## config.mk

```make
export PLATFORM = sky130hd
export DESIGN_NAME = cpc_front
export DESIGN_NICKNAME = d
export VERILOG_FILES = /design/src/sv/cpc_pkg.sv /design/src/sv/cpc_front.sv
export SDC_FILE = /design/constraint.sdc
export NUM_CORES = 1
export LEC_CHECK = 0
export BUFFER_PORTS_ARGS = -buffer_cell sky130_fd_sc_hd__buf_2
export CAP_MARGIN = 25
export CORE_AREA = 2 2 162 164
export DETAILED_ROUTE_END_ITERATION = 10
export DIE_AREA = 0 0 164 166
export PLACE_DENSITY_LB_ADDON = 0.25
export SLEW_MARGIN = 15
export SYNTH_ARGS = -nofsm -noshare
export SYNTH_HDL_FRONTEND = slang
export SYNTH_SLANG_ARGS = --single-unit
```

## constraint.sdc

```tcl
create_clock -name i_clk -period 10.54 [get_ports i_clk]
set_input_delay 2.108 -clock i_clk [delete_from_list [all_inputs] [get_ports i_clk]]
set_output_delay 2.108 -clock i_clk [all_outputs]
set_load 0.005 [all_outputs]
```

## src/sv/cpc_pkg.sv

```systemverilog
`default_nettype none
// ----------------------------------------------------------------------------
// cpc_pkg
// shared types, constants and helpers of the contact correction block
// ----------------------------------------------------------------------------
package cpc_pkg;

    localparam int FRAC_BITS_DEF = 16;
    localparam int SHARE_BITS    = 16;
    localparam int QUEUE_DEPTH   = 4;

    localparam logic [16:0] FRAC_RESET = 17'd52429;
    localparam logic [30:0] SLOP_RESET = 31'd655;

    // register index codes
    localparam logic REG_FRAC = 1'b0;
    localparam logic REG_SLOP = 1'b1;

    typedef struct packed {
        logic signed [31:0] normal_x;
        logic signed [31:0] normal_y;
        logic signed [31:0] normal_z;
        logic signed [31:0] depth;
        logic               kind_a;
        logic               kind_b;
        logic [30:0]        mass_a;
        logic [30:0]        mass_b;
    } t_in_req;

    typedef struct packed {
        logic signed [31:0] offset_a_x;
        logic signed [31:0] offset_a_y;
        logic signed [31:0] offset_a_z;
        logic signed [31:0] offset_b_x;
        logic signed [31:0] offset_b_y;
        logic signed [31:0] offset_b_z;
        logic               bad_mass;
    } t_out_req;

    // classified contact, slop already removed
    typedef struct packed {
        logic signed [31:0] normal_x;
        logic signed [31:0] normal_y;
        logic signed [31:0] normal_z;
        logic [30:0]        d;
        logic               kind_a;
        logic               kind_b;
        logic [30:0]        mass_a;
        logic [30:0]        mass_b;
    } t_contact;

    // what rides along the share divider
    typedef struct packed {
        logic signed [31:0] c_x;
        logic signed [31:0] c_y;
        logic signed [31:0] c_z;
        logic               kind_a;
        logic               kind_b;
        logic               bad;
    } t_div_pay;

    // queue status seen by front and back
    typedef struct packed {
        logic full;
        logic valid;
    } t_queue_stat;

    function automatic logic [31:0] sat32(input logic signed [63:0] v);
        logic [31:0] r;
        if (v > 64'sh0000_0000_7fff_ffff) begin
            r = 32'h7fff_ffff;
        end else if (v < -64'sh0000_0000_8000_0000) begin
            r = 32'h8000_0000;
        end else begin
            r = v[31:0];
        end
        return r;
    endfunction

endpackage
`default_nettype wire

```

## src/sv/cpc_front.sv

```systemverilog
`default_nettype none
// ----------------------------------------------------------------------------
// cpc_front
// input register, slop removal and push into the queue
// ----------------------------------------------------------------------------
module cpc_front (
    input  wire logic             i_clk,
    input  wire logic             i_rst_n,
    input  wire logic             i_valid,
    output logic                  o_ready,
    input  wire cpc_pkg::t_in_req i_data,
    input  wire logic [30:0]      i_slop,
    input  wire cpc_pkg::t_queue_stat i_stat,
    output logic                  o_push,
    output cpc_pkg::t_contact     o_entry
);
    import cpc_pkg::*;

    logic               r_valid;
    t_contact           r_entry;
    logic signed [32:0] diff;
    t_contact           n_entry;

    assign o_push  = r_valid && !i_stat.full;
    assign o_ready = !r_valid || !i_stat.full;
    assign o_entry = r_entry;

    always_comb begin
        diff = {i_data.depth[31], i_data.depth} - $signed({2'b00, i_slop});
        n_entry.normal_x = i_data.normal_x;
        n_entry.normal_y = i_data.normal_y;
        n_entry.normal_z = i_data.normal_z;
        n_entry.d        = diff[32] ? 31'd0 : diff[30:0];
        n_entry.kind_a   = i_data.kind_a;
        n_entry.kind_b   = i_data.kind_b;
        n_entry.mass_a   = i_data.mass_a;
        n_entry.mass_b   = i_data.mass_b;
    end

    always_ff @(posedge i_clk) begin
        if (!i_rst_n) begin
            r_valid <= 1'b0;
        end else if (i_valid && o_ready) begin
            r_valid <= 1'b1;
        end else if (o_push) begin
            r_valid <= 1'b0;
        end
    end

    always_ff @(posedge i_clk) begin
        if (i_valid && o_ready) begin
            r_entry <= n_entry;
        end
    end

endmodule
`default_nettype wire

```

# Yosys cells after proc, flatten, opt, wreduce, memory -nomap -nowiden
# Cells that the tools add are included.
# W data, S select, Z words.
# word_totals
regBits	192
latch_bits	0
mem_bits_rw	0
romBits	0
output_inout_bits	193
elab_cells	18
n_memories	0
# op_classes
addsub	1
multipliers	0
div_mod_pow	0
order_cmp	0
n_eq_ne	0
shifts	0
mux	2
bitwise	0
n_reduce_logical	6
# ops
cell	n
$sub A32 B32 Y33	1
$logic_and A1 B1 Y1	2
$logic_not A1 Y1	2
$mux W1	2
$reduce_bool A2 Y1	1
$logic_or A1 B1 Y1	1

# Depth between registers and ports, before layout
# logic_depth
ltp_word	4
depth_mapped	11
mapped_depth_nobuf	10

# Worst setup path after synthesis
# OpenSTA, ideal clock, no wires.
# synth_timing
kind	input to register
startpoint	input port i_stat[1] in the netlist's numbering
endpoint	register r_entry, in the netlist o_entry[0], enable pin
setup_ns	0.574
arrival_time_ns	6.552
t_required_ns	9.966
setup_slack_ns	3.414
path_stages	2
path_buffers	0
cell_sequence	nand2_1 and2_1
# synth_between
elab_chain_cells	3
# synth_rtl
element	line_no	text
start, declared	cpc_front.sv:13	input wire cpc_pkg::t_queue_stat i_stat,
$logic_not A1 Y1	cpc_front.sv:25	assign o_ready = !r_valid || !i_stat.full;
$logic_or A1 B1 Y1	cpc_front.sv:25	
$logic_and A1 B1 Y1	cpc_front.sv:51	if (i_valid && o_ready) begin
end signal, assigned	cpc_front.sv:52	r_entry <= n_entry;
end, declared	cpc_front.sv:20	t_contact r_entry;
# Every way passes these cells.
# A chain may end at the register's enable or synchronous reset.

# Final worst setup path
# layout_timing
startpoint	input port i_data[64] in the netlist's numbering
endpoint	register r_entry, in the netlist o_entry[82] (data pin)
# layout_between
elab_chain_cells	1
# layout_rtl
element	line_no	text
start, declared	cpc_front.sv:11	input wire cpc_pkg::t_in_req i_data,
$sub A32 B32 Y33	cpc_front.sv:29	diff = {i_data.depth[31], i_data.depth} - $signed({2'b00, i_slop});
# Every way passes these cells.

==> flow_summary.json <==
{
  "met1Wirelength_um": 9010,
  "min_path_type": "flop to flop",
  "seq_area_frac_synth": 0.740,
  "dr.first_iter.drc_count": 365,
  "fin_crit_ns": 4.62,
  "hpwl_um": 18700,
  "ctsHoldBuffers": 0,
  "numCtsBuffers": 17,
  "critPathTopFamily": "compound AO/OA/AOI/OAI gates",
  "grt.overflow.total": 0,
  "synth_nets": 757,
  "synth_top_family_by_area": "compound AO/OA/AOI/OAI gates",
  "row_count": 59,
  "grt_max_degree": 87,
  "endpoint_kind": "flop",
  "diodes": 0,
  "finalHoldViolations": 0,
  "cp_max_fo": 30,
  "critPathLaunchType": "input pin",
  "postRouteAntennaNets": 0,
  "die_y_um": 166,
  "cts_sinks": 192,
  "wl_per_cell_um": 18.6,
  "start_util": 0.303,
  "grt_pass1_wl_um": 33900,
  "wl_met3_um": 2000,
  "clock_path_buffers": 2,
  "ir_drop_v": 0.0000949,
  "root_buffer": "clkbuf_16",
  "path_cells": "buf_2 -> inv_1 -> ha_1 -> fa_1 -> nor2b_4 -> o31a_1 -> o211ai_1 -> a21oi_1 -> o31a_2 -> o21ai_4 -> nor3_1",
  "worst_pin_slew_ns": 0.865,
  "area_growth_pct": 40.3,
  "synth_flop_cell": "edfxtp_1",
  "routed.top_layer": "met5",
  "syn-cell-area_um2": 7770,
  "fin_crit_sh": 0.438,
  "post_cts_buffers": 0,
  "syn_inst": 497,
  "ys_seq_elements": 192,
  "cpMaxStageDelayCell": "o21ai_4",
  "coreArea_um2": 25600,
  "cts_tree": "built",
  "synth_xor_area_frac": 0.0225,
  "ys_warn_count": 0,
  "crit_required_ns": 10.68,
  "drive_above_1_share": 0.497,
  "synth_compound_area_frac": 0.0884,
  "rsz0062_at_grt": "false",
  "firstDrtPassIters": 4,
  "clk_latency_ns": 0.43,
  "track_usage": 0.169,
  "synthAdderAreaFrac": 0.0525,
  "final.setup.tns_ns": 0,
  "wl_met2_um": 12200,
  "synth.distinct_cells": 53,
  "cp_num_buf_inv": 2,
  "vias": 5763,
  "cts_resized": 0,
  "drcViolationCount": 0,
  "drv_slew": 0,
  "synthMuxAreaShare": 0.00290,
  "htree_levels": 4,
  "p_leak_uw": 0.00483,
  "die_w_um": 164,
  "antenna_found_initial": 5,
  "final-setup-viol-count": 0,
  "viasPerCell": 4.51,
  "dieArea_um2": 27200,
  "fmax_mhz": 217,
  "syn_area_per_cell_um2": 15.6,
  "final_common_cell": "buf_2",
  "max-slew-margin-rel": 0.421,
  "status": "completed",
  "nets": 1189,
  "grt_pass1_vias": 5582,
  "total_power_uw": 1830,
  "maxCapViolations": 0,
  "arrival_ns": 4.76,
  "crit_type": "input pin to flop",
  "io_buffers": 419,
  "cpPeakStageDelay_ns": 0.70,
  "path_clk_slew_ns": 0.09,
  "synth_edf_count": 191,
  "gp_congestion": 0.830,
  "totalWireLength_um": 23700,
  "power_density_nw_per_um2": 168,
  "layout_common_cells": "buf_2 (419), edfxtp_1 (191), inv_1 (39), nor2_1 (37), ha_1 (31)",
  "yosys.area_share.simple": 0.0658,
  "io_pins": 421,
  "async_flop_share": 0,
  "fin_skew_ns": 0.0222
}
==> registers in the layout (all words and copies together), names as in the netlist <==
name,cells
o_entry,191
r_valid,1
==> metal layers <==
layer  global-route usage  up-vias
li1                     -     2738
met1                0.193     2753
met2                0.300      231
met3               0.0519       33
met4               0.0507        8
met5                    0        -
==> Yosys cell counts (3+ instances only) <==
cell      count  area (um^2)
a21boi_0      3         22.5
a21o_1       13         97.6
a21oi_1      28          140
a31oi_1       4         25.0
and2_1        4         25.0
and3_1        5         31.3
buf_2         3         15.0
buf_6         4         45.0
edfxtp_1    191         5740
ha_1         31          388
inv_1        39          146
nand2_1      19         71.3
nand2b_1      4         25.0
nand3_1       5         25.0
nand4_1       3         18.8
nor2_1       37          139
nor2b_1       7         43.8
nor3_1        9         45.0
o211ai_1      5         37.5
o21a_1        7         52.6
o21ai_0      17         85.1
o31ai_1       4         30.0
xnor2_1      11         96.3
xor2_1        9         78.8
==> cells by family (layout without fill, tap and decap cells) <==
group                    count (synthesis)  in the layout
flip-flops                             192            192
multiplexers                             2              2
buffers and inverters                   48            493
adder cells (fa/ha/maj)                 32             32
AND/OR/NAND/NOR                        102            102
AO/OA/AOI/OAI                          101            101
XOR/XNOR                                20             20
==> final timing paths <==
| path | from | endpoint | slack [ns] | cells past startpoint |
|---|---|---|---|---|
| max | i_data[64] | o_entry[82] | 5.92 | 11 |
| min | r_valid | r_valid | 0.53 | 2 |
| max reg2reg | r_valid | o_entry[177] | 7.96 | 4 |
| min reg2reg | r_valid | r_valid | 0.53 | 2 |
==> metrics by stage <==
step / std cells / utilization / setup slack, ns / hold WS (ns) / cell area, um^2
global route: 1277 / 0.426 / 5.70 / 0.591 / 10900
detailed placement: 1244 / 0.400 / 5.35 / 0.514 / 10200
finish: 1277 / 0.426 / 5.92 / 0.532 / 10900
floorplan: 497 / - / 3.41 / 0.487 / 7770
CTS: 1276 / 0.425 / 5.82 / 0.539 / 10900
global placement: 1244 / 0.400 / 5.40 / 0.508 / 10200
==> worst min-delay path: stages, from the launching register on <==
cell and delay [ns]:
dfxtp_1 0.35, a21oi_1 0.07, nor2b_1 0.09
==> layout make-up <==
| class | count | area [um^2] |
|---|---|---|
| clock buffer | 17 | 425 |
| clock inverter | 15 | 214 |
| fill | 2474 | 14700 |
| inverter | 39 | 146 |
| multi-input combinational | 257 | 1810 |
| sequential | 192 | 5760 |
| tap | 335 | 419 |
| timing repair buffer | 422 | 2140 |
==> power breakdown <==
part	leakage (uW)	switching (uW)	internal (uW)
sequential	0.00186	11.4	896
clock	0.000308	331	348
combinational	0.00266	134	110
total	0.00483	476	1350
(Power assumes the default switching activity.)
