===== config.mk =====
export PLATFORM = sky130hd
export DESIGN_NAME = cpc_queue
export DESIGN_NICKNAME = d
export VERILOG_FILES = /design/src/sv/cpc_pkg.sv /design/src/sv/cpc_queue.sv
export SDC_FILE = /design/constraint.sdc
export NUM_CORES = 1
export LEC_CHECK = 0
export ABC_AREA = 1
export BUFFER_PORTS_ARGS = -buffer_cell sky130_fd_sc_hd__buf_2
export CORE_UTILIZATION = 52
export CTS_BUF_LIST = sky130_fd_sc_hd__clkbuf_8 sky130_fd_sc_hd__clkbuf_16
export DETAILED_ROUTE_END_ITERATION = 10
export GPL_TIMING_DRIVEN = 0
export PLACE_DENSITY = 0.76
export SYNTH_ARGS = -nofsm -noshare
export SYNTH_HDL_FRONTEND = slang
export SYNTH_SLANG_ARGS = --single-unit

===== constraint.sdc =====
create_clock -name i_clk -period 4.9 [get_ports i_clk]
set_clock_uncertainty 0.1 [all_clocks]
set_input_delay 0.98 -clock i_clk [delete_from_list [all_inputs] [get_ports i_clk]]
set_output_delay 0.98 -clock i_clk [all_outputs]
set_load 0.005 [all_outputs]

===== src/sv/cpc_pkg.sv =====
`default_nettype none
// ----------------------------------------------------------------------------
// cpc_pkg
// shared types, constants and helpers of the contact correction block
// ----------------------------------------------------------------------------
package cpc_pkg;

    localparam int FRAC_BITS_DEF = 16;
    localparam int SHARE_BITS    = 16;
    localparam int QUEUE_DEPTH   = 4;

    localparam logic [16:0] FRAC_RESET = 17'd52429;
    localparam logic [30:0] SLOP_RESET = 31'd655;

    // register index codes
    localparam logic REG_FRAC = 1'b0;
    localparam logic REG_SLOP = 1'b1;

    typedef struct packed {
        logic signed [31:0] normal_x;
        logic signed [31:0] normal_y;
        logic signed [31:0] normal_z;
        logic signed [31:0] depth;
        logic               kind_a;
        logic               kind_b;
        logic [30:0]        mass_a;
        logic [30:0]        mass_b;
    } t_in_req;

    typedef struct packed {
        logic signed [31:0] offset_a_x;
        logic signed [31:0] offset_a_y;
        logic signed [31:0] offset_a_z;
        logic signed [31:0] offset_b_x;
        logic signed [31:0] offset_b_y;
        logic signed [31:0] offset_b_z;
        logic               bad_mass;
    } t_out_req;

    // classified contact, slop already removed
    typedef struct packed {
        logic signed [31:0] normal_x;
        logic signed [31:0] normal_y;
        logic signed [31:0] normal_z;
        logic [30:0]        d;
        logic               kind_a;
        logic               kind_b;
        logic [30:0]        mass_a;
        logic [30:0]        mass_b;
    } t_contact;

    // what rides along the share divider
    typedef struct packed {
        logic signed [31:0] c_x;
        logic signed [31:0] c_y;
        logic signed [31:0] c_z;
        logic               kind_a;
        logic               kind_b;
        logic               bad;
    } t_div_pay;

    // queue status seen by front and back
    typedef struct packed {
        logic full;
        logic valid;
    } t_queue_stat;

    function automatic logic [31:0] sat32(input logic signed [63:0] v);
        logic [31:0] r;
        if (v > 64'sh0000_0000_7fff_ffff) begin
            r = 32'h7fff_ffff;
        end else if (v < -64'sh0000_0000_8000_0000) begin
            r = 32'h8000_0000;
        end else begin
            r = v[31:0];
        end
        return r;
    endfunction

endpackage
`default_nettype wire


===== src/sv/cpc_queue.sv =====
`default_nettype none
// ----------------------------------------------------------------------------
// cpc_queue
// short fifo between the front and the back
// ----------------------------------------------------------------------------
module cpc_queue (
    input  wire logic              i_clk,
    input  wire logic              i_rst_n,
    input  wire logic              i_push,
    input  wire cpc_pkg::t_contact i_entry,
    input  wire logic              i_pop,
    output cpc_pkg::t_contact      o_head,
    output cpc_pkg::t_queue_stat   o_stat
);
    import cpc_pkg::*;

    localparam int PW = $clog2(QUEUE_DEPTH);
    localparam int CW = $clog2(QUEUE_DEPTH + 1);

    t_contact        r_mem [QUEUE_DEPTH];
    logic [PW-1:0]   r_wr;
    logic [PW-1:0]   r_rd;
    logic [CW-1:0]   r_cnt;

    assign o_stat.full  = (r_cnt == CW'(QUEUE_DEPTH));
    assign o_stat.valid = (r_cnt != '0);
    assign o_head       = r_mem[r_rd];

    always_ff @(posedge i_clk) begin
        if (!i_rst_n) begin
            r_wr  <= '0;
            r_rd  <= '0;
            r_cnt <= '0;
        end else begin
            if (i_push) begin
                r_wr <= (r_wr == PW'(QUEUE_DEPTH - 1)) ? '0 : r_wr + 1'b1;
            end
            if (i_pop) begin
                r_rd <= (r_rd == PW'(QUEUE_DEPTH - 1)) ? '0 : r_rd + 1'b1;
            end
            if (i_push && !i_pop) begin
                r_cnt <= r_cnt + 1'b1;
            end else if (!i_push && i_pop) begin
                r_cnt <= r_cnt - 1'b1;
            end
        end
    end

    always_ff @(posedge i_clk) begin
        if (i_push) begin
            r_mem[r_wr] <= i_entry;
        end
    end

endmodule
`default_nettype wire


==> Word-level counts from Yosys, hierarchy flattened <==
Memory sizes are Yosys's and may differ from the RTL's. A register that Yosys moved wholly into a read port is not among the register bits.
Cells that the tools add are included.
{ "totals": {"ff_bits": 7, "ramBits": 764, "inputBits": 195, "out_inout_bits": 193, "word_cells": 25, "n_memories": 1} }
{ "memory_table": {"columns": ["name", "words", "width", "read_ports", "rd_clocked_by_memory_dff", "wr", "line_no", "rtl"], "rows": [
  ["r_mem", 4, 191, 1, 1, 1, "cpc_queue.sv:20", "t_contact r_mem [QUEUE_DEPTH];"]
]} }
{ "op_classes": {"addsub": 4, "n_eq_ne": 3, "muxes": 8, "n_reduce_logical": 6} }
{ "op_table": {"columns": ["op", "n"], "rows": [
  ["two-way mux 2 bit", 4],
  ["two-way mux 3 bit", 2],
  ["adder 2 x 1 -> 2 bit, second input constant", 2],
  ["== test 2 bit, second input constant", 2],
  ["adder 3 x 1 -> 3 bit, second input constant", 1],
  ["== test 3 bit, second input constant", 1],
  ["nonzero test 3 bit", 1],
  ["subtractor 3 x 1 -> 3 bit, second input constant", 1],
  ["logical AND 1 bit", 2],
  ["zero test 1 bit", 2],
  ["two-way mux 1 bit", 2],
  ["nonzero test 2 bit", 1]
]} }

==> Longest topological paths before layout <==
Gate-level depths: netlist (run 1).
{ "logic_depth": {"depth_word": 4, "depth_mapped": 10, "depth_no_buf": 10} }

==> Worst setup path after synthesis (run 1) <==
OpenSTA, ideal clock, no wires.
{ "synth_timing": {"path_kind": "input to register", "from": "in i_push", "to": "mem r_mem[3][0] (netlist bit), enable pin", "setup_time_ps": 543, "arrival_ps": 4686, "slack_ps": -429, "cell_stages": 2, "cell_sequence": "nand2_1 -> inv_1"} }
{ "synth_between": {"elab_chain_cells": 2} }
{ "synth_lines": {"columns": ["element", "line_no", "rtl"], "rows": [
  ["start, declared", "cpc_queue.sv:9", "input wire logic i_push,"],
  ["two-way mux 1 bit", "cpc_queue.sv:50", "if (i_push) begin"],
  ["two-way mux 1 bit (implied by the code)", "cpc_queue.sv:51", "r_mem[r_wr] <= i_entry;"],
  ["end, declared", "cpc_queue.sv:20", null]
]} }
No other way between the ends.

==> impl_metrics.prom, run 1 <==
# TYPE chip_impl_metric gauge
chip_impl_metric{name="routed_wl",unit="mm"} 72.86
chip_impl_info{name="r2r-start",value="r_wr[1]$_SDFFE_PN0P_"} 1
chip_impl_info{name="worstSetupPathType",value="reg -> out"} 1
chip_impl_info{name="final_cell_mix",value="edfxtp_1, buf_2, nor2_1"} 1
chip_impl_metric{name="power.combinational.fraction",unit=""} 0.099
chip_impl_metric{name="fin_ws",unit="ns"} 1.306
chip_impl_metric{name="post_dp_cell_area",unit="µm²"} 31950
chip_impl_metric{name="vdd.ir_drop.worst",unit="µV"} 359.4
chip_impl_info{name="critical_path.most_common_cell",value="buf_2"} 1
chip_impl_info{name="timing.critical_path.max_delay_family",value="buffers and inverters"} 1
chip_impl_metric{name="final.hold.worst_slack",unit="ns"} 0.4286
chip_impl_metric{name="finalCritPeriodShare",unit=""} 0.7334
chip_impl_metric{name="io_pins",unit=""} 388
chip_impl_info{name="cts_tree",value="yes"} 1
chip_impl_metric{name="worst_setup_hold_path_clk_slew",unit="ns"} 0.06
chip_impl_info{name="ctsRootBufferMaster",value="clkbuf_16"} 1
chip_impl_metric{name="total_power",unit="mW"} 14.58
chip_impl_metric{name="critical_path_peak_fanout",unit=""} 10
chip_impl_metric{name="pwr-share-seq",unit=""} 0.523
chip_impl_metric{name="number_of_storage_elements_in_the_synthesis_netlist",unit=""} 773
chip_impl_metric{name="synth-xor-area-share",unit=""} 0.0003056
chip_impl_info{name="status",value="completed"} 1
chip_impl_metric{name="synth.cell_area",unit="µm²"} 28660
chip_impl_metric{name="synthToLayoutAreaGrowth",unit="%"} 19.90
chip_impl_metric{name="antenna_violations_before_repair",unit=""} 25
chip_impl_info{name="worst_hold_path_type",value="reg -> reg"} 1
chip_impl_metric{name="max_slew_margin",unit=""} 0.3602
chip_impl_metric{name="finalWeightedCongestion",unit=""} 0.7843
chip_impl_metric{name="port_buffers",unit=""} 387
chip_impl_metric{name="avgSynthCellArea",unit="µm²"} 15.03
chip_impl_metric{name="drt_pre_antenna_iters",unit=""} 5
chip_impl_info{name="grt_setup_unrepaired",value="no"} 1
chip_impl_metric{name="layout-drive-gt1-share",unit=""} 0.2383
chip_impl_metric{name="cts_bufs_inserted",unit=""} 78
chip_impl_info{name="setup.worst_path.end_class",value="primary output"} 1
chip_impl_metric{name="fmax",unit="GHz"} 0.2783
chip_impl_metric{name="fp.dieW",unit="µm"} 236.8
chip_impl_metric{name="num_vias",unit=""} 18410
chip_impl_metric{name="p_leak",unit="nW"} 12.12
chip_impl_metric{name="finalHoldViolations",unit=""} 0
chip_impl_metric{name="maximum_number_of_pins_on_one_net_before_global_route_repair",unit=""} 37
chip_impl_metric{name="grt_remaining_overflow",unit=""} 0
chip_impl_metric{name="rows",unit=""} 85
chip_impl_metric{name="synth_top_area_share",unit=""} 0.8005
chip_impl_info{name="worst_hold_startpoint",value="r_wr[1]$_SDFFE_PN0P_"} 1
chip_impl_metric{name="post_place_setup_slack",unit="ns"} 1.786
chip_impl_metric{name="post_drt_via_cell_ratio",unit=""} 5.814
chip_impl_info{name="cell_by_cell_trace_of_the_critical_path",value="inv_2 > buf_2 > clkbuf_1 > o21ai_0 > o22ai_1 > buf_2"} 1
chip_impl_metric{name="ctsLongestPathBuffers",unit=""} 3
chip_impl_info{name="mostFrequentLayoutCell",value="edfxtp_1"} 1
chip_impl_metric{name="power_frac_clock",unit=""} 0.378
chip_impl_metric{name="worst_skew_pair.late_latency",unit="ns"} 0.61
chip_impl_metric{name="antenna_left",unit=""} 0
chip_impl_metric{name="period_needed",unit="ns"} 3.594
chip_impl_metric{name="worst-slew-pin-transition",unit="ns"} 0.9577
chip_impl_metric{name="worst_path_arrival_time",unit="ns"} 2.51
chip_impl_metric{name="detail_route.wl_per_cell",unit="µm"} 23.01
chip_impl_metric{name="netlist-cell-type-count",unit=""} 21
chip_impl_metric{name="drcViolationCount",unit=""} 0
chip_impl_info{name="critical_path.slowest_cell",value="clkbuf_1"} 1
chip_impl_info{name="netlist.top_cell.by_area",value="edfxtp_1"} 1
chip_impl_metric{name="dp.final_hpwl",unit="mm"} 45.41
chip_impl_metric{name="cts_hold_buffers",unit=""} 0
chip_impl_metric{name="critical_path_buf_inv_count",unit=""} 4
chip_impl_metric{name="grt_util_all_layers",unit=""} 0.2537
chip_impl_metric{name="grt_first_pass_wirelength",unit="mm"} 106.8
chip_impl_info{name="synth_top_family_by_area",value="compound AO/OA/AOI/OAI gates"} 1
chip_impl_metric{name="cts_setup_buffers",unit=""} 0
chip_impl_metric{name="dieArea",unit="µm²"} 56060
chip_impl_metric{name="timing.final.max_slew_violations",unit=""} 0
chip_impl_info{name="setup.worst_path.start_class",value="register"} 1
chip_impl_info{name="post_synth_main_area_contributors",value="edfxtp_1, o21ai_0, nor2_1, o22ai_1, buf_6"} 1
chip_impl_metric{name="slowest_cell_delay_on_critical_path",unit="ns"} 0.47
chip_impl_metric{name="cts.sinks",unit=""} 773
chip_impl_metric{name="seq_area_frac_synth",unit=""} 0.8068
chip_impl_metric{name="initial_utilization",unit=""} 0.5294
chip_impl_metric{name="detailedRoute.firstIterationViolations",unit=""} 1563
chip_impl_metric{name="postCtsResizedCells",unit=""} 0
chip_impl_metric{name="cts.htree.levels",unit=""} 3
chip_impl_metric{name="setup_viol",unit=""} 0
chip_impl_metric{name="compound_cell_area_share_of_the_yosys_netlist",unit=""} 0.1095
chip_impl_metric{name="p_int",unit="mW"} 11.21
chip_impl_metric{name="synth.yosys.warnings",unit=""} 0
chip_impl_metric{name="design.core.area",unit="µm²"} 54130
chip_impl_metric{name="synth_simple_gate_area_frac",unit=""} 0.05331
chip_impl_metric{name="die-height",unit="µm"} 236.8
chip_impl_metric{name="adder_cell_share_of_the_synthesized_area",unit=""} 0.003318
chip_impl_metric{name="design_area",unit="µm²"} 34360
chip_impl_metric{name="p_switching",unit="mW"} 3.376
chip_impl_metric{name="worst_ep_required_time",unit="ns"} 3.82
chip_impl_metric{name="powerDensity",unit="nW/µm²"} 424.4
chip_impl_metric{name="fin_nets",unit=""} 2599
chip_impl_metric{name="timing.max_cap.violations",unit=""} 0
chip_impl_metric{name="switching_share",unit=""} 0.2315
chip_impl_metric{name="synth_cells",unit=""} 1907
chip_impl_metric{name="postSynthNetCount",unit=""} 2109
chip_impl_metric{name="post_synth_mux_area_share",unit=""} 0
chip_impl_metric{name="first_global_vias",unit=""} 18250
## stage by stage
| stage | utilization | instances | setup TNS, ns |
|---|---|---|---|
| finish | 0.6348 | 3167 | 0 |
| detailed placement | 0.5902 | 3013 | 0 |
| CTS | 0.6340 | 3151 | 0 |
| global route | 0.6343 | 3158 | 0 |
| floorplan | - | 1907 | 0 |
| global placement | 0.5816 | 2990 | -1560.97 |
## synth_stat cells (all sizes together)
library cell,count
a21oi,3
buf,51
clkbuf,75
dfxtp,9
edfxtp,764
fa,1
ha,6
inv,16
nand2,9
nand3,1
nand4,1
nor2,391
nor3,3
o21ai,385
o22ai,191
xor2,1
## worst register-to-register path: cells and delay by family, from the launching register on
kind,cells,cell delay (ns)
adder cells (fa/ha/maj),1,0.18
buffers and inverters,4,1.56
flip-flops,1,0.35
AND/OR/NAND/NOR,1,0.11
## path summary, 6_finish.rpt
path,end,slack [ns],depth (start not counted)
setup / recovery,o_head[98],1.31,6
hold / removal,r_wr[1]$_SDFFE_PN0P_,0.43,2
setup reg to reg,r_mem[1][32]$_DFFE_PP_,2.32,6
hold reg to reg,r_wr[1]$_SDFFE_PN0P_,0.43,2
## sequential cells by signal, summed over array words and instances, names as in the netlist, named ones only
signal,count
r_rd,2
r_mem,764
r_cnt,3
r_wr,2
## layer usage
layer	routed length [µm]	track usage
met5	209	0
met4	1844	0.09386
met3	7061	0.07496
met2	36150	0.4220
met1	27590	0.3151
## kinds of logic after synthesis
kind of cell,Yosys count
flip-flops,773
AO/OA/AOI/OAI,579
AND/OR/NAND/NOR,405
buffers and inverters,142
adder cells (fa/ha/maj),7
XOR/XNOR,1
## area by class of cell
cell class / count / area [µm²]
Clock inverter: 57 / 345.3
Timing Repair Buffer: 410 / 2405
Sequential cell: 773 / 23120
Fill cell: 3826 / 19770
Multi-Input combinational cell: 992 / 4768
Antenna cell: 16 / 40.04
Inverter: 16 / 75.07
Tap cell: 696 / 870.8
Clock buffer: 81 / 2027
Buffer: 126 / 708.2
## power groups by stage
stage                     Combinational [mW]  Sequential (mW)  Clock [mW]
final                                   1.45             7.63        5.51
after global routing                    1.57             7.64        5.85
after CTS                               1.45             7.63        5.59
after detailed placement                1.44             7.76           0
after global placement                  1.35             7.81           0
after floorplan                        0.669             7.78           0
Power figures use the tool's default switching activity.
==> run 2, diff against run 1 <==
CORE_UTILIZATION = 57   (was 52)
PLACE_DENSITY = 0.79   (was 0.76)
clock period = 3.7 ns   (was 4.9 ns; I/O delays follow)
==> run 2 against run 1 <==
  * Sequential cell count unchanged
  * Critical path depth is 1 lower
  * Core utilization increased by 6.4 points
  * Highest routed layer unchanged
  * Via count up 0.61%
  * Worst setup slack got worse by 0.91 ns
==> impl_metrics.prom, run 2 (same netlist as run 1, synthesis figures left out) <==
# TYPE chip_impl_metric gauge
chip_impl_metric{name="finalCritPeriodShare",unit=""} 0.8924
chip_impl_metric{name="io_pins",unit=""} 388
chip_impl_metric{name="num_vias",unit=""} 18530
chip_impl_metric{name="max_slew_margin",unit=""} 0.4620
chip_impl_metric{name="antenna_violations_before_repair",unit=""} 24
chip_impl_metric{name="total_power",unit="mW"} 19.54
chip_impl_metric{name="worst-slew-pin-transition",unit="ns"} 0.8053
chip_impl_metric{name="post_drt_via_cell_ratio",unit=""} 5.928
chip_impl_info{name="largest-register",value="r_mem"} 1
chip_impl_info{name="worst_hold_path_type",value="in -> reg"} 1
chip_impl_metric{name="setup_viol",unit=""} 0
chip_impl_metric{name="timing.max_cap.violations",unit=""} 0
chip_impl_metric{name="powerDensity",unit="nW/µm²"} 567.3
chip_impl_metric{name="final.hold.worst_slack",unit="ns"} 0.2368
chip_impl_metric{name="critical_path_peak_fanout",unit=""} 10
chip_impl_metric{name="initial_utilization",unit=""} 0.5818
chip_impl_metric{name="die-height",unit="µm"} 226.2
chip_impl_metric{name="fin_nets",unit=""} 2596
chip_impl_info{name="critical_path.most_common_cell",value="buf_2"} 1
chip_impl_metric{name="fmax",unit="GHz"} 0.3029
chip_impl_info{name="final_cell_mix",value="edfxtp_1, buf_2, nor2_1"} 1
chip_impl_info{name="largestRegisters",value="r_mem x764, r_cnt x3"} 1
chip_impl_info{name="worstSetupPathType",value="reg -> out"} 1
chip_impl_metric{name="pwr-share-seq",unit=""} 0.517
chip_impl_info{name="setup.worst_path.end_class",value="primary output"} 1
chip_impl_metric{name="dp.final_hpwl",unit="mm"} 45.82
chip_impl_metric{name="rows",unit=""} 81
chip_impl_metric{name="layout-drive-gt1-share",unit=""} 0.2395
chip_impl_metric{name="grt_remaining_overflow",unit=""} 0
chip_impl_metric{name="worst_path_arrival_time",unit="ns"} 2.46
chip_impl_info{name="status",value="completed"} 1
chip_impl_metric{name="finalWeightedCongestion",unit=""} 0.7955
chip_impl_metric{name="power_frac_clock",unit=""} 0.384
chip_impl_metric{name="fp.dieW",unit="µm"} 226.2
chip_impl_metric{name="postCtsResizedCells",unit=""} 0
chip_impl_metric{name="grt_util_all_layers",unit=""} 0.2763
chip_impl_metric{name="power.combinational.fraction",unit=""} 0.099
chip_impl_metric{name="p_int",unit="mW"} 15.09
chip_impl_metric{name="drcViolationCount",unit=""} 0
chip_impl_metric{name="cts_bufs_inserted",unit=""} 74
chip_impl_metric{name="p_leak",unit="nW"} 12.13
chip_impl_metric{name="slowest_cell_delay_on_critical_path",unit="ns"} 0.41
chip_impl_info{name="cell_by_cell_trace_of_the_critical_path",value="buf_2 > clkbuf_1 > o21ai_0 > o22ai_1 > buf_2"} 1
chip_impl_info{name="ctsRootBufferMaster",value="clkbuf_16"} 1
chip_impl_metric{name="design.core.area",unit="µm²"} 49250
chip_impl_info{name="cts_tree",value="yes"} 1
chip_impl_info{name="setup.worst_path.start_class",value="register"} 1
chip_impl_metric{name="cts_hold_buffers",unit=""} 0
chip_impl_metric{name="detailedRoute.firstIterationViolations",unit=""} 1665
chip_impl_metric{name="timing.final.max_slew_violations",unit=""} 0
chip_impl_metric{name="antenna_left",unit=""} 0
chip_impl_metric{name="port_buffers",unit=""} 387
chip_impl_metric{name="detail_route.wl_per_cell",unit="µm"} 23.13
chip_impl_metric{name="max_ffs_per_register",unit=""} 764
chip_impl_metric{name="worst_skew_pair.late_latency",unit="ns"} 0.60
chip_impl_metric{name="grt_first_pass_wirelength",unit="mm"} 104.5
chip_impl_metric{name="period_needed",unit="ns"} 3.302
chip_impl_metric{name="p_switching",unit="mW"} 4.450
chip_impl_metric{name="synthToLayoutAreaGrowth",unit="%"} 20.17
chip_impl_metric{name="ctsLongestPathBuffers",unit=""} 3
chip_impl_metric{name="worst_setup_hold_path_clk_slew",unit="ns"} 0.07
chip_impl_info{name="critical_path.slowest_cell",value="buf_2"} 1
chip_impl_metric{name="dieArea",unit="µm²"} 51180
chip_impl_info{name="mostFrequentLayoutCell",value="edfxtp_1"} 1
chip_impl_metric{name="vdd.ir_drop.worst",unit="µV"} 502.8
chip_impl_metric{name="first_global_vias",unit=""} 18070
chip_impl_metric{name="switching_share",unit=""} 0.2278
chip_impl_metric{name="finalHoldViolations",unit=""} 0
chip_impl_metric{name="drt_pre_antenna_iters",unit=""} 5
chip_impl_metric{name="cts.htree.levels",unit=""} 3
chip_impl_metric{name="routed_wl",unit="mm"} 72.29
chip_impl_info{name="grt_setup_unrepaired",value="no"} 1
chip_impl_metric{name="maximum_number_of_pins_on_one_net_before_global_route_repair",unit=""} 37
chip_impl_metric{name="cts.sinks",unit=""} 773
chip_impl_metric{name="worst_ep_required_time",unit="ns"} 2.86
chip_impl_metric{name="cts_setup_buffers",unit=""} 0
run 2: changes by cell type in the layout (fill, tap and decap cells not counted):
cell,change
clkbuf_16,-2
inv_6,-3
clkinv_4,-3
bufinv_16,+5
clkinv_2,-3
clkinvlp_4,+3
inv_1,-3
clkinv_1,+1
nand2_1,-4
diode_2,-6
nand2_8,+4
buf_12,+1
run 2: critical path: cells and delay by family, from the launching register on:
family                 cells  cell delay (ns)
buffers and inverters      3             0.99
AOI/OAI and AO/OA          2             0.50
DFF                        1             0.34
run 2: final cells by class:
type | count | area (µm²)
flip-flops and latches | 773 | 23120
fillers | 3200 | 14820
multi-input cells | 992 | 4833
repair buffers | 411 | 2425
clock buffers | 79 | 1977
well taps | 664 | 830.8
plain buffers | 126 | 708.2
clock inverters | 54 | 442.9
inverters | 16 | 75.07
diodes | 10 | 25.02
run 2: routing by layer:
layer / up-vias / GRT usage / wire [µm]
met5: - / 0 / 169
met4: 26 / 0.1016 / 2134
met3: 168 / 0.09003 / 7903
met2: 959 / 0.4514 / 35680
met1: 9148 / 0.3449 / 26400
li1: 8224 / - / -
run 2: worst paths after layout:
check                             from                      end  cells past startpoint  slack [ns]
setup / recovery              register              o_head[136]                      5        0.40
hold / removal            i_entry[147]  r_mem[3][147]$_DFFE_PP_                      1        0.24
setup reg to reg  r_wr[1]$_SDFFE_PN0P_   r_mem[1][15]$_DFFE_PP_                      7        1.09
hold reg to reg   r_wr[1]$_SDFFE_PN0P_     r_wr[1]$_SDFFE_PN0P_                      2        0.44
run 2: per-stage QoR:
stage               cells  utilization  setup slack (ns)  area, µm²  TNS (ns)
global route         3122       0.6991            0.3019      34430         0
floorplan            1907            -           -0.4027      28740   -306.93
global placement     2958       0.6397            -3.112      31510  -2327.10
detailed placement   2982       0.6496            0.7433      31990         0
finish               3125       0.6992            0.3981      34440         0
CTS                  3115       0.6987            0.4173      34410         0
run 2: power by group through the flow:
stage	clock network, mW	registers [mW]	logic [mW]
after CTS	7.57	10.1	1.93
after global placement	0	10.3	1.78
final	7.50	10.1	1.94
after floorplan	0	10.3	0.896
after detailed placement	0	10.3	1.92
after global routing	7.89	10.1	2.09
